**config.mk**
```make
export PLATFORM = sky130hd
export DESIGN_NAME = isotp_receive_reassembler_flat
export DESIGN_NICKNAME = d
export VERILOG_FILES = /design/src/rtl/isotp_pkg.sv /design/src/rtl/isotp_if.sv /design/src/rtl/isotp_front.sv /design/src/rtl/isotp_fifo.sv /design/src/rtl/isotp_back.sv /design/src/rtl/isotp_receive_reassembler.sv /design/src/flat_wrapper.sv
export SDC_FILE = /design/constraint.sdc
export NUM_CORES = 1
export LEC_CHECK = 0
export ABC_AREA = 1
export BUFFER_PORTS_ARGS = -buffer_cell sky130_fd_sc_hd__buf_2
export CORE_UTILIZATION = 50
export DETAILED_ROUTE_END_ITERATION = 16
export GPL_TIMING_DRIVEN = 0
export PLACE_DENSITY_LB_ADDON = 0.2
export SYNTH_ARGS = -nofsm -noshare
export SYNTH_HDL_FRONTEND = slang
export SYNTH_SLANG_ARGS = --single-unit
```
**constraint.sdc**
```tcl
create_clock -name clk_i -period 6 [get_ports clk_i]
set_input_delay 0.3 -clock clk_i [delete_from_list [all_inputs] [get_ports clk_i]]
set_output_delay 0.3 -clock clk_i [all_outputs]
set_load 0.02 [all_outputs]
```
**src/rtl/isotp_pkg.sv**
```systemverilog
// ----------------------------------------------------------------------------
// isotp_pkg
// Types and constants shared by the ISO-TP receive reassembler modules.
// ----------------------------------------------------------------------------
package isotp_pkg;

  // Result kinds
  typedef enum logic [1:0] {
    KIND_DATA = 2'd0,
    KIND_FLOW = 2'd1,
    KIND_SEQ  = 2'd2,
    KIND_TYPE = 2'd3
  } kind_e;

  // Protocol control frame types (upper nibble of the PCI byte)
  localparam logic [3:0] PCI_SINGLE = 4'd0;
  localparam logic [3:0] PCI_FIRST  = 4'd1;
  localparam logic [3:0] PCI_CONSEC = 4'd2;
  localparam logic [3:0] PCI_FLOW   = 4'd3;

  localparam logic [3:0] MAX_FRAME_LEN = 4'd8;

  localparam int unsigned JOB_QUEUE_DEPTH = 2;
  localparam int unsigned QPTR_W          = $clog2(JOB_QUEUE_DEPTH);

  // One classified frame, waiting to be emitted as results
  typedef struct packed {
    logic [7:0][7:0] data;      // frame bytes
    logic [2:0]      start;     // first payload byte position
    logic [2:0]      count;     // payload bytes to emit
    logic [2:0]      total;     // results to emit (payload plus tail)
    logic            msg_end;   // last payload byte completes the message
    kind_e           tail_kind; // kind of the trailing non-data result
  } job_t;

endpackage

```
**src/rtl/isotp_if.sv**
```systemverilog
// ----------------------------------------------------------------------------
// isotp_if
// Valid/ready channels for received CAN frames and reassembled results.
// ----------------------------------------------------------------------------
interface isotp_frame_if;
  logic       valid;
  logic       ready;
  logic [3:0] frame_length;
  logic [7:0] data_0;
  logic [7:0] data_1;
  logic [7:0] data_2;
  logic [7:0] data_3;
  logic [7:0] data_4;
  logic [7:0] data_5;
  logic [7:0] data_6;
  logic [7:0] data_7;

  modport source (
    output valid, frame_length, data_0, data_1, data_2, data_3,
           data_4, data_5, data_6, data_7,
    input  ready
  );
  modport sink (
    input  valid, frame_length, data_0, data_1, data_2, data_3,
           data_4, data_5, data_6, data_7,
    output ready
  );
endinterface

interface isotp_result_if;
  logic       valid;
  logic       ready;
  logic [1:0] kind;
  logic [7:0] payload_byte;
  logic       message_end;
  logic       last;

  modport source (
    output valid, kind, payload_byte, message_end, last,
    input  ready
  );
  modport sink (
    input  valid, kind, payload_byte, message_end, last,
    output ready
  );
endinterface

```
**src/rtl/isotp_front.sv**
```systemverilog
// ----------------------------------------------------------------------------
// isotp_front
// Accepts frames, decodes the PCI byte, tracks message state and builds jobs.
// ----------------------------------------------------------------------------
module isotp_front import isotp_pkg::*; (
  input  logic                clk_i,
  input  logic                rst_ni,
  input  logic                cfg_we_i,
  input  logic                cfg_wdata_i,
  isotp_frame_if.sink         frame_i,
  output logic                job_valid_o,
  output job_t                job_o,
  input  logic                job_ready_i
);

  logic        off_q;
  logic [11:0] br_q, br_d;
  logic [3:0]  es_q, es_d;

  logic        accept;
  logic        too_short;
  logic [3:0]  len_c;
  logic [3:0]  present;
  logic [7:0]  pci;
  logic [7:0]  nxt;
  logic [3:0]  frame_type;
  logic [3:0]  nib;
  logic [2:0]  room_ff;
  logic [2:0]  room_cf;
  logic [11:0] first_len;

  assign frame_i.ready = job_ready_i;
  assign accept        = frame_i.valid && frame_i.ready;

  assign len_c     = (frame_i.frame_length > MAX_FRAME_LEN) ? MAX_FRAME_LEN
                                                           : frame_i.frame_length;
  assign too_short = len_c < (4'd1 + {3'b000, off_q});
  assign present   = len_c - 4'd1 - {3'b000, off_q};
  assign pci       = off_q ? frame_i.data_1 : frame_i.data_0;
  assign nxt       = off_q ? frame_i.data_2 : frame_i.data_1;
  assign frame_type = pci[7:4];
  assign nib       = pci[3:0];
  assign room_ff   = 3'd6 - {2'b00, off_q};
  assign room_cf   = 3'd7 - {2'b00, off_q};
  assign first_len = {nib, nxt};

  always_comb begin
    job_o.data      = {frame_i.data_7, frame_i.data_6, frame_i.data_5, frame_i.data_4,
                       frame_i.data_3, frame_i.data_2, frame_i.data_1, frame_i.data_0};
    job_o.start     = 3'd0;
    job_o.count     = 3'd0;
    job_o.total     = 3'd0;
    job_o.msg_end   = 1'b0;
    job_o.tail_kind = KIND_DATA;
    br_d            = br_q;
    es_d            = es_q;
    case (frame_type)
      PCI_SINGLE: begin
        job_o.count   = (nib < present) ? nib[2:0] : present[2:0];
        job_o.start   = {2'b00, off_q} + 3'd1;
        job_o.total   = job_o.count;
        job_o.msg_end = 1'b1;
        br_d          = 12'd0;
      end
      PCI_FIRST: begin
        job_o.count     = (first_len < {9'd0, room_ff}) ? first_len[2:0] : room_ff;
        job_o.start     = {2'b00, off_q} + 3'd2;
        job_o.msg_end   = first_len <= {9'd0, room_ff};
        job_o.tail_kind = KIND_FLOW;
        job_o.total     = job_o.count + 3'd1;
        br_d            = first_len - {9'd0, job_o.count};
        es_d            = 4'd1;
      end
      PCI_CONSEC: begin
        if (nib != es_q) begin
          job_o.tail_kind = KIND_SEQ;
          job_o.total     = 3'd1;
        end else begin
          job_o.count   = (br_q < {9'd0, room_cf}) ? br_q[2:0] : room_cf;
          job_o.start   = {2'b00, off_q} + 3'd1;
          job_o.msg_end = br_q <= {9'd0, room_cf};
          job_o.total   = job_o.count;
          br_d          = br_q - {9'd0, job_o.count};
          es_d          = es_q + 4'd1;
        end
      end
      PCI_FLOW: begin
        // flow control from the peer: nothing to emit
      end
      default: begin
        job_o.tail_kind = KIND_TYPE;
        job_o.total     = 3'd1;
      end
    endcase
  end

  assign job_valid_o = accept && !too_short && (job_o.total != 3'd0);

  always_ff @(posedge clk_i or negedge rst_ni) begin
    if (!rst_ni) begin
      off_q <= 1'b0;
      br_q  <= 12'd0;
      es_q  <= 4'd0;
    end else begin
      if (cfg_we_i) begin
        off_q <= cfg_wdata_i;
      end
      if (accept && !too_short) begin
        br_q <= br_d;
        es_q <= es_d;
      end
    end
  end

endmodule

```
**src/rtl/isotp_fifo.sv**
```systemverilog
// ----------------------------------------------------------------------------
// isotp_fifo
// Short job queue between the frame decoder and the result emitter.
// ----------------------------------------------------------------------------
module isotp_fifo import isotp_pkg::*; (
  input  logic clk_i,
  input  logic rst_ni,
  input  logic push_valid_i,
  output logic push_ready_o,
  input  job_t push_job_i,
  output logic pop_valid_o,
  input  logic pop_ready_i,
  output job_t pop_job_o
);

  job_t              mem_q [JOB_QUEUE_DEPTH];
  logic [QPTR_W-1:0] wptr_q, rptr_q;
  logic [QPTR_W:0]   fill_q;
  logic              do_push, do_pop;

  assign push_ready_o = fill_q != (QPTR_W+1)'(JOB_QUEUE_DEPTH);
  assign pop_valid_o  = fill_q != '0;
  assign do_push      = push_valid_i && push_ready_o;
  assign do_pop       = pop_valid_o && pop_ready_i;
  assign pop_job_o    = mem_q[rptr_q];

  always_ff @(posedge clk_i) begin
    if (do_push) begin
      mem_q[wptr_q] <= push_job_i;
    end
  end

  always_ff @(posedge clk_i or negedge rst_ni) begin
    if (!rst_ni) begin
      wptr_q <= '0;
      rptr_q <= '0;
      fill_q <= '0;
    end else begin
      if (do_push) begin
        wptr_q <= (wptr_q == QPTR_W'(JOB_QUEUE_DEPTH - 1)) ? '0 : wptr_q + 1'b1;
      end
      if (do_pop) begin
        rptr_q <= (rptr_q == QPTR_W'(JOB_QUEUE_DEPTH - 1)) ? '0 : rptr_q + 1'b1;
      end
      if (do_push && !do_pop) begin
        fill_q <= fill_q + 1'b1;
      end else if (do_pop && !do_push) begin
        fill_q <= fill_q - 1'b1;
      end
    end
  end

endmodule

```
**src/rtl/isotp_back.sv**
```systemverilog
// ----------------------------------------------------------------------------
// isotp_back
// Walks one job per frame and emits its results through an output register.
// ----------------------------------------------------------------------------
module isotp_back import isotp_pkg::*; (
  input  logic           clk_i,
  input  logic           rst_ni,
  input  logic           job_valid_i,
  output logic           job_ready_o,
  input  job_t           job_i,
  isotp_result_if.source result_o
);

  logic [2:0] k_q, k_d;
  logic       out_valid_q;
  kind_e      kind_q, kind_d;
  logic [7:0] byte_q, byte_d;
  logic       end_q, end_d;
  logic       last_q, last_d;

  logic       load_en;
  logic       emit;
  logic       is_data;
  logic       is_last;
  logic [2:0] idx;

  assign load_en = !out_valid_q || result_o.ready;
  assign emit    = job_valid_i && load_en;
  assign is_data = k_q < job_i.count;
  assign is_last = k_q == (job_i.total - 3'd1);
  assign idx     = job_i.start + k_q;

  // pop the job once its final result enters the output register
  assign job_ready_o = emit && is_last;

  always_comb begin
    kind_d = is_data ? KIND_DATA : job_i.tail_kind;
    byte_d = is_data ? job_i.data[idx] : 8'd0;
    end_d  = is_data && (k_q == (job_i.count - 3'd1)) && job_i.msg_end;
    last_d = is_last;
    k_d    = k_q;
    if (emit) begin
      k_d = is_last ? 3'd0 : k_q + 3'd1;
    end
  end

  always_ff @(posedge clk_i) begin
    if (emit) begin
      kind_q <= kind_d;
      byte_q <= byte_d;
      end_q  <= end_d;
      last_q <= last_d;
    end
  end

  always_ff @(posedge clk_i or negedge rst_ni) begin
    if (!rst_ni) begin
      k_q         <= 3'd0;
      out_valid_q <= 1'b0;
    end else begin
      k_q <= k_d;
      if (load_en) begin
        out_valid_q <= job_valid_i;
      end
    end
  end

  assign result_o.valid        = out_valid_q;
  assign result_o.kind         = kind_q;
  assign result_o.payload_byte = byte_q;
  assign result_o.message_end  = end_q;
  assign result_o.last         = last_q;

endmodule

```
**src/rtl/isotp_receive_reassembler.sv**
```systemverilog
// ----------------------------------------------------------------------------
// isotp_receive_reassembler
// ISO-TP receive reassembly: CAN frames in, message bytes and events out.
// ----------------------------------------------------------------------------
// A frame is accepted whenever the two-entry job queue has room, and the
// decoder updates its byte counter and sequence number on that accept. The
// emitter drains each queued frame at one result per cycle, while the result
// sink is ready, from its output register; a frame yields up to seven
// results, and a frame that yields none is never queued. Sustained
// throughput is set by the emitter's result count.
module isotp_receive_reassembler import isotp_pkg::*; (
  input  logic           clk_i,
  input  logic           rst_ni,
  input  logic           cfg_we_i,
  input  logic           cfg_wdata_i,
  isotp_frame_if.sink    frame_i,
  isotp_result_if.source result_o
);

  logic push_valid, push_ready;
  job_t push_job;
  logic pop_valid, pop_ready;
  job_t pop_job;

  isotp_front u_front (
    .clk_i       (clk_i),
    .rst_ni      (rst_ni),
    .cfg_we_i    (cfg_we_i),
    .cfg_wdata_i (cfg_wdata_i),
    .frame_i     (frame_i),
    .job_valid_o (push_valid),
    .job_o       (push_job),
    .job_ready_i (push_ready)
  );

  isotp_fifo u_fifo (
    .clk_i        (clk_i),
    .rst_ni       (rst_ni),
    .push_valid_i (push_valid),
    .push_ready_o (push_ready),
    .push_job_i   (push_job),
    .pop_valid_o  (pop_valid),
    .pop_ready_i  (pop_ready),
    .pop_job_o    (pop_job)
  );

  isotp_back u_back (
    .clk_i       (clk_i),
    .rst_ni      (rst_ni),
    .job_valid_i (pop_valid),
    .job_ready_o (pop_ready),
    .job_i       (pop_job),
    .result_o    (result_o)
  );

  // the decoder only produces a job when the queue can take it
  assert property (@(posedge clk_i) disable iff (!rst_ni)
    push_valid |-> push_ready)
    else $error("job pushed into a full queue");

  // message end only ever marks a payload byte
  assert property (@(posedge clk_i) disable iff (!rst_ni)
    (result_o.valid && result_o.message_end) |-> (result_o.kind == KIND_DATA))
    else $error("message end on a non-data result");

  // flow-control and error results always close their frame
  assert property (@(posedge clk_i) disable iff (!rst_ni)
    (result_o.valid && (result_o.kind != KIND_DATA)) |-> result_o.last)
    else $error("non-data result not marked last");

  // a queued job with a popped entry always had at least one result
  assert property (@(posedge clk_i) disable iff (!rst_ni)
    pop_valid |-> (pop_job.total != 3'd0))
    else $error("empty job in queue");

endmodule
```
**src/flat_wrapper.sv**
```systemverilog
// flat-port wrapper written by rule: the top's interface ports become plain ports
module isotp_receive_reassembler_flat import isotp_pkg::*;
  (clk_i, rst_ni, cfg_we_i, cfg_wdata_i, frame_i_valid, frame_i_frame_length, frame_i_data_0, frame_i_data_1, frame_i_data_2, frame_i_data_3, frame_i_data_4, frame_i_data_5, frame_i_data_6, frame_i_data_7, frame_i_ready, result_o_valid, result_o_kind, result_o_payload_byte, result_o_message_end, result_o_last, result_o_ready);
  isotp_frame_if frame_i_i ();
  isotp_result_if result_o_i ();
  input  logic clk_i;
  input  logic rst_ni;
  input  logic cfg_we_i;
  input  logic cfg_wdata_i;
  input wire logic [$bits(frame_i_i.valid)-1:0] frame_i_valid;
  input wire logic [$bits(frame_i_i.frame_length)-1:0] frame_i_frame_length;
  input wire logic [$bits(frame_i_i.data_0)-1:0] frame_i_data_0;
  input wire logic [$bits(frame_i_i.data_1)-1:0] frame_i_data_1;
  input wire logic [$bits(frame_i_i.data_2)-1:0] frame_i_data_2;
  input wire logic [$bits(frame_i_i.data_3)-1:0] frame_i_data_3;
  input wire logic [$bits(frame_i_i.data_4)-1:0] frame_i_data_4;
  input wire logic [$bits(frame_i_i.data_5)-1:0] frame_i_data_5;
  input wire logic [$bits(frame_i_i.data_6)-1:0] frame_i_data_6;
  input wire logic [$bits(frame_i_i.data_7)-1:0] frame_i_data_7;
  output wire logic [$bits(frame_i_i.ready)-1:0] frame_i_ready;
  output wire logic [$bits(result_o_i.valid)-1:0] result_o_valid;
  output wire logic [$bits(result_o_i.kind)-1:0] result_o_kind;
  output wire logic [$bits(result_o_i.payload_byte)-1:0] result_o_payload_byte;
  output wire logic [$bits(result_o_i.message_end)-1:0] result_o_message_end;
  output wire logic [$bits(result_o_i.last)-1:0] result_o_last;
  input wire logic [$bits(result_o_i.ready)-1:0] result_o_ready;
  assign frame_i_i.valid = frame_i_valid;
  assign frame_i_i.frame_length = frame_i_frame_length;
  assign frame_i_i.data_0 = frame_i_data_0;
  assign frame_i_i.data_1 = frame_i_data_1;
  assign frame_i_i.data_2 = frame_i_data_2;
  assign frame_i_i.data_3 = frame_i_data_3;
  assign frame_i_i.data_4 = frame_i_data_4;
  assign frame_i_i.data_5 = frame_i_data_5;
  assign frame_i_i.data_6 = frame_i_data_6;
  assign frame_i_i.data_7 = frame_i_data_7;
  assign frame_i_ready = frame_i_i.ready;
  assign result_o_valid = result_o_i.valid;
  assign result_o_kind = result_o_i.kind;
  assign result_o_payload_byte = result_o_i.payload_byte;
  assign result_o_message_end = result_o_i.message_end;
  assign result_o_last = result_o_i.last;
  assign result_o_i.ready = result_o_ready;
  isotp_receive_reassembler u_core (.clk_i(clk_i), .rst_ni(rst_ni), .cfg_we_i(cfg_we_i), .cfg_wdata_i(cfg_wdata_i), .frame_i(frame_i_i), .result_o(result_o_i));
endmodule
```
==> out/qor.yml <==
timing:
  fmax_mhz: 207.8
  hold_viol: 0
  setup_viol: 0
  relSlewSlack_pct: 34.34
  finalCritPeriodShare_pct: 80.20
  rsz0062_at_grt: "false"
  setup_ws_ns: 1.188
  timing.final.crit_period_ns: 4.812
  worst_pin_slew_ns: 0.9848
  slew_violations: 0
  clock_skew_ns: 0.009175
worst_setup_path:
  crit_path_max_fanout: 33
  path_cells: "buf_6 -> inv_8 -> buf_12 -> or2_2 -> o21ai_0 -> inv_1 -> ha_1 -> nand2_1 -> nand2_1 -> a21oi_4 -> nand3_4 -> nand2_2 -> nand2_1 -> ha_1 -> inv_1 -> nor2_1 -> nor2_1 -> nand2_1 -> nor2_1 -> nand2_1 -> nand2_2 -> nor2_4 -> buf_16 -> buf_12"
  slowest_stage: "nor2_4"
  cpPeakStageDelay_ns: 0.57
  cp_common_cell: "nand2_1"
  crit_path_start_kind: "register"
  cp-end-kind: "register"
  required_ns: 6.12
  worst_ep_arrival_time_ns: 4.93
  path_class: "reg2reg"
  r2r.worst_path.cells: 24
clock_network:
  numCtsBuffers: 17
  clock_path_buffers: 2
  ctsHoldBuffers: 1
  post-cts-setup-buffer-count: 0
  cts_tree: "built"
  clock-sinks: 187
  insertion_delay_ns: 0.43
  clk_root_buffer_cell: "clkbuf_16"
  cts_resized: 0
  htree_levels: 4
  cts.clk_slew.worst_paths_ns: 0.07
pwr:
  sequentialPowerShare_pct: 35.8
  cellPowerDensity_nw_per_um2: 501.6
  peakVddDrop_mv: 0.2545
  power.leakage_uw: 0.004262
  clkPwrFrac_pct: 19.6
  p_int_uw: 3056
  switchingPower_uw: 2252
  p_comb_share_pct: 44.5
  switching_share_pct: 42.42
logic_synthesis:
  ys_seq_area_share_pct: 59.55
  syn_nets: 1004
  synthesis.area_um2: 9220
  ys_warn_count: 0
  avgSynthCellArea_um2: 10.20
  yosys_register_bits: 187
  syn_inst: 904
  synth_cell_types: 49
global_routing:
  grt_use_total_pct: 24.82
  grt_antenna_before_repair: 0
  grt_first_pass_wirelength_mm: 34.48
  grt_max_degree: 50
  grt_pass1_vias: 6520
  grt_overflow: 0
finish:
  layout-area-overhead-vs-synth_pct: 14.78
  final_common_cell: "edfxtp_1"
  utilization_pct: 58.71
  drive_gt1_share_pct: 18.50
  final_cell_mix: "edfxtp_1, nand2_1, nor2_1"
  nets: 1114
  antenna_cells: 0
  final_cell_area_um2: 10580
floorplan:
  die-area_um2: 18990
  coreArea_um2: 18020
  die_x_um: 137.8
  initial_core_util_pct: 51.15
  pin_count: 88
  die_h_um: 137.8
  row_count: 49
place:
  place_area_um2: 10030
  dp_hpwl_mm: 16.25
  pre_cts_ws_ns: 1.218
  port_buffers: 87
  gp_congestion: 0.9045
drt:
  vias: 7006
  avgViaCountPerCell: 5.578
  wirelength_mm: 22.47
  drtPass1Iterations: 7
  wl_per_cell_um: 17.89
  ant_nets: 0
  drc: 0
  drtIter0Drc: 554
min_path:
  worstHoldPathType: "in2reg"
  holdPathStages: 1
status:
  status: "complete, no violations"
flow_run:
  max_cap_viol_count: 0
power by group through the flow:
stage          Clock, uW  Sequential, uW  Combinational (uW)
2_1_floorplan          0            1970                1510
3_3_place_gp           0            1950                2250
3_5_place_dp           0            1930                2330
4_1_cts             1050            1900                2350
5_1_grt             1100            1930                2620
6_report            1040            1900                2360
stage by stage:
| step | std cells | hold WS [ns] | TNS [ns] | power (uW) |
|---|---|---|---|---|
| 6_report | 1256 | 0.05645 | 0 | 5308 |
| 4_1_cts | 1256 | 0.04050 | 0 | 5306 |
| 3_3_place_gp | 1220 | 0.3743 | -58.31 | 4198 |
| 2_1_floorplan | 904 | 0.004409 | 0 | 3480 |
| 3_5_place_dp | 1223 | 0.3773 | 0 | 4264 |
| 5_1_grt | 1256 | 0.03665 | 0 | 5647 |
cells by family after synthesis:
logic type / count (synthesis) / synth area share, %
XOR/XNOR: 13 / 1.235
flip-flops: 187 / 59.55
multiplexers: 5 / 0.5428
AND/OR/NAND/NOR: 366 / 17.63
AO/OA/AOI/OAI: 192 / 12.00
adder cells (fa/ha/maj): 26 / 3.691
buffers and inverters: 115 / 5.360
Yosys cell counts (all sizes together):
master / number / share of area, %
a211oi: 16 / 1.3
a21boi: 1 / 0.12
a21oi: 26 / 1.5
a22oi: 4 / 0.33
a31oi: 3 / 0.20
buf: 9 / 0.95
clkbuf: 23 / 0.94
clkinv: 2 / 0.095
dfrtp: 25 / 6.8
edfxtp: 162 / 53
fa: 2 / 0.43
ha: 24 / 3.3
inv: 81 / 3.4
mux2i: 5 / 0.54
nand2: 181 / 8.5
nand3: 42 / 2.5
nand3b: 1 / 0.081
nand4: 2 / 0.14
nor2: 133 / 5.9
nor3: 3 / 0.22
nor3b: 1 / 0.081
nor4: 1 / 0.068
o211ai: 2 / 0.16
o21ai: 111 / 6.1
o221ai: 8 / 0.76
o22ai: 17 / 1.2
o311ai: 2 / 0.19
o31ai: 1 / 0.081
o41ai: 1 / 0.095
or2: 2 / 0.14
xnor2: 4 / 0.38
xor2: 9 / 0.85
registers in the layout, summed over array words and instances, names as in the netlist:
register and count:
u_core.u_back.k_q 3, u_core.u_back.result_o.kind 2, u_core.u_back.result_o.last 1, u_core.u_back.result_o.message_end 1, u_core.u_back.result_o.payload_byte 8, u_core.u_back.result_o.valid 1, u_core.u_fifo.fill_q 2, u_core.u_fifo.mem_q 150
u_core.u_fifo.rptr_q 1, u_core.u_fifo.wptr_q 1, u_core.u_front.br_q 12, u_core.u_front.es_q 4, u_core.u_front.off_q 1
critical path: cells and delay by family (launching register included):
kind | cells | cell delay [ns]
AO/OA/AOI/OAI | 2 | 0.42
adder cells (fa/ha/maj) | 2 | 0.64
buffers and inverters | 7 | 1.13
flip-flops | 1 | 0.40
AND/OR/NAND/NOR | 13 | 1.89
layer usage:
metal,part of all wire [%],GRT usage (%),up-vias
li1,-,-,3359
met1,44,33.75,3360
met2,49,40.68,263
met3,6.4,5.004,24
met4,1.2,6.401,0
met5,0,0,-
layout make-up:
type,count,area (um^2)
Clock inverter,14,112.6
Clock buffer,18,429.2
Tap cell,229,286.5
Fill cell,1562,7442
Sequential cell,187,5490
Buffer,32,173.9
Timing Repair Buffer,91,520.5
Multi-Input combinational cell,602,3247
Inverter,83,322.8
worst paths after layout:
check | from | endpoint | slack (ns)
worst max register to register | u_core.u_front.off_q | u_core.u_fifo.mem_q[1][43] | 1.19
worst min-delay path | frame_i_data_6[0] | u_core.u_fifo.mem_q[0][60] | 0.06
max in group asynchronous | rst_ni | u_core.u_front.off_q | 5.15
min in group asynchronous | rst_ni | u_core.u_fifo.rptr_q | 0.43
worst min register to register | u_core.u_fifo.fill_q[0] | u_core.u_fifo.fill_q[0] | 0.48
worst max-delay path | u_core.u_front.off_q | u_core.u_fifo.mem_q[1][43] | 1.19
No activity file was read; power rests on OpenSTA's default activity.
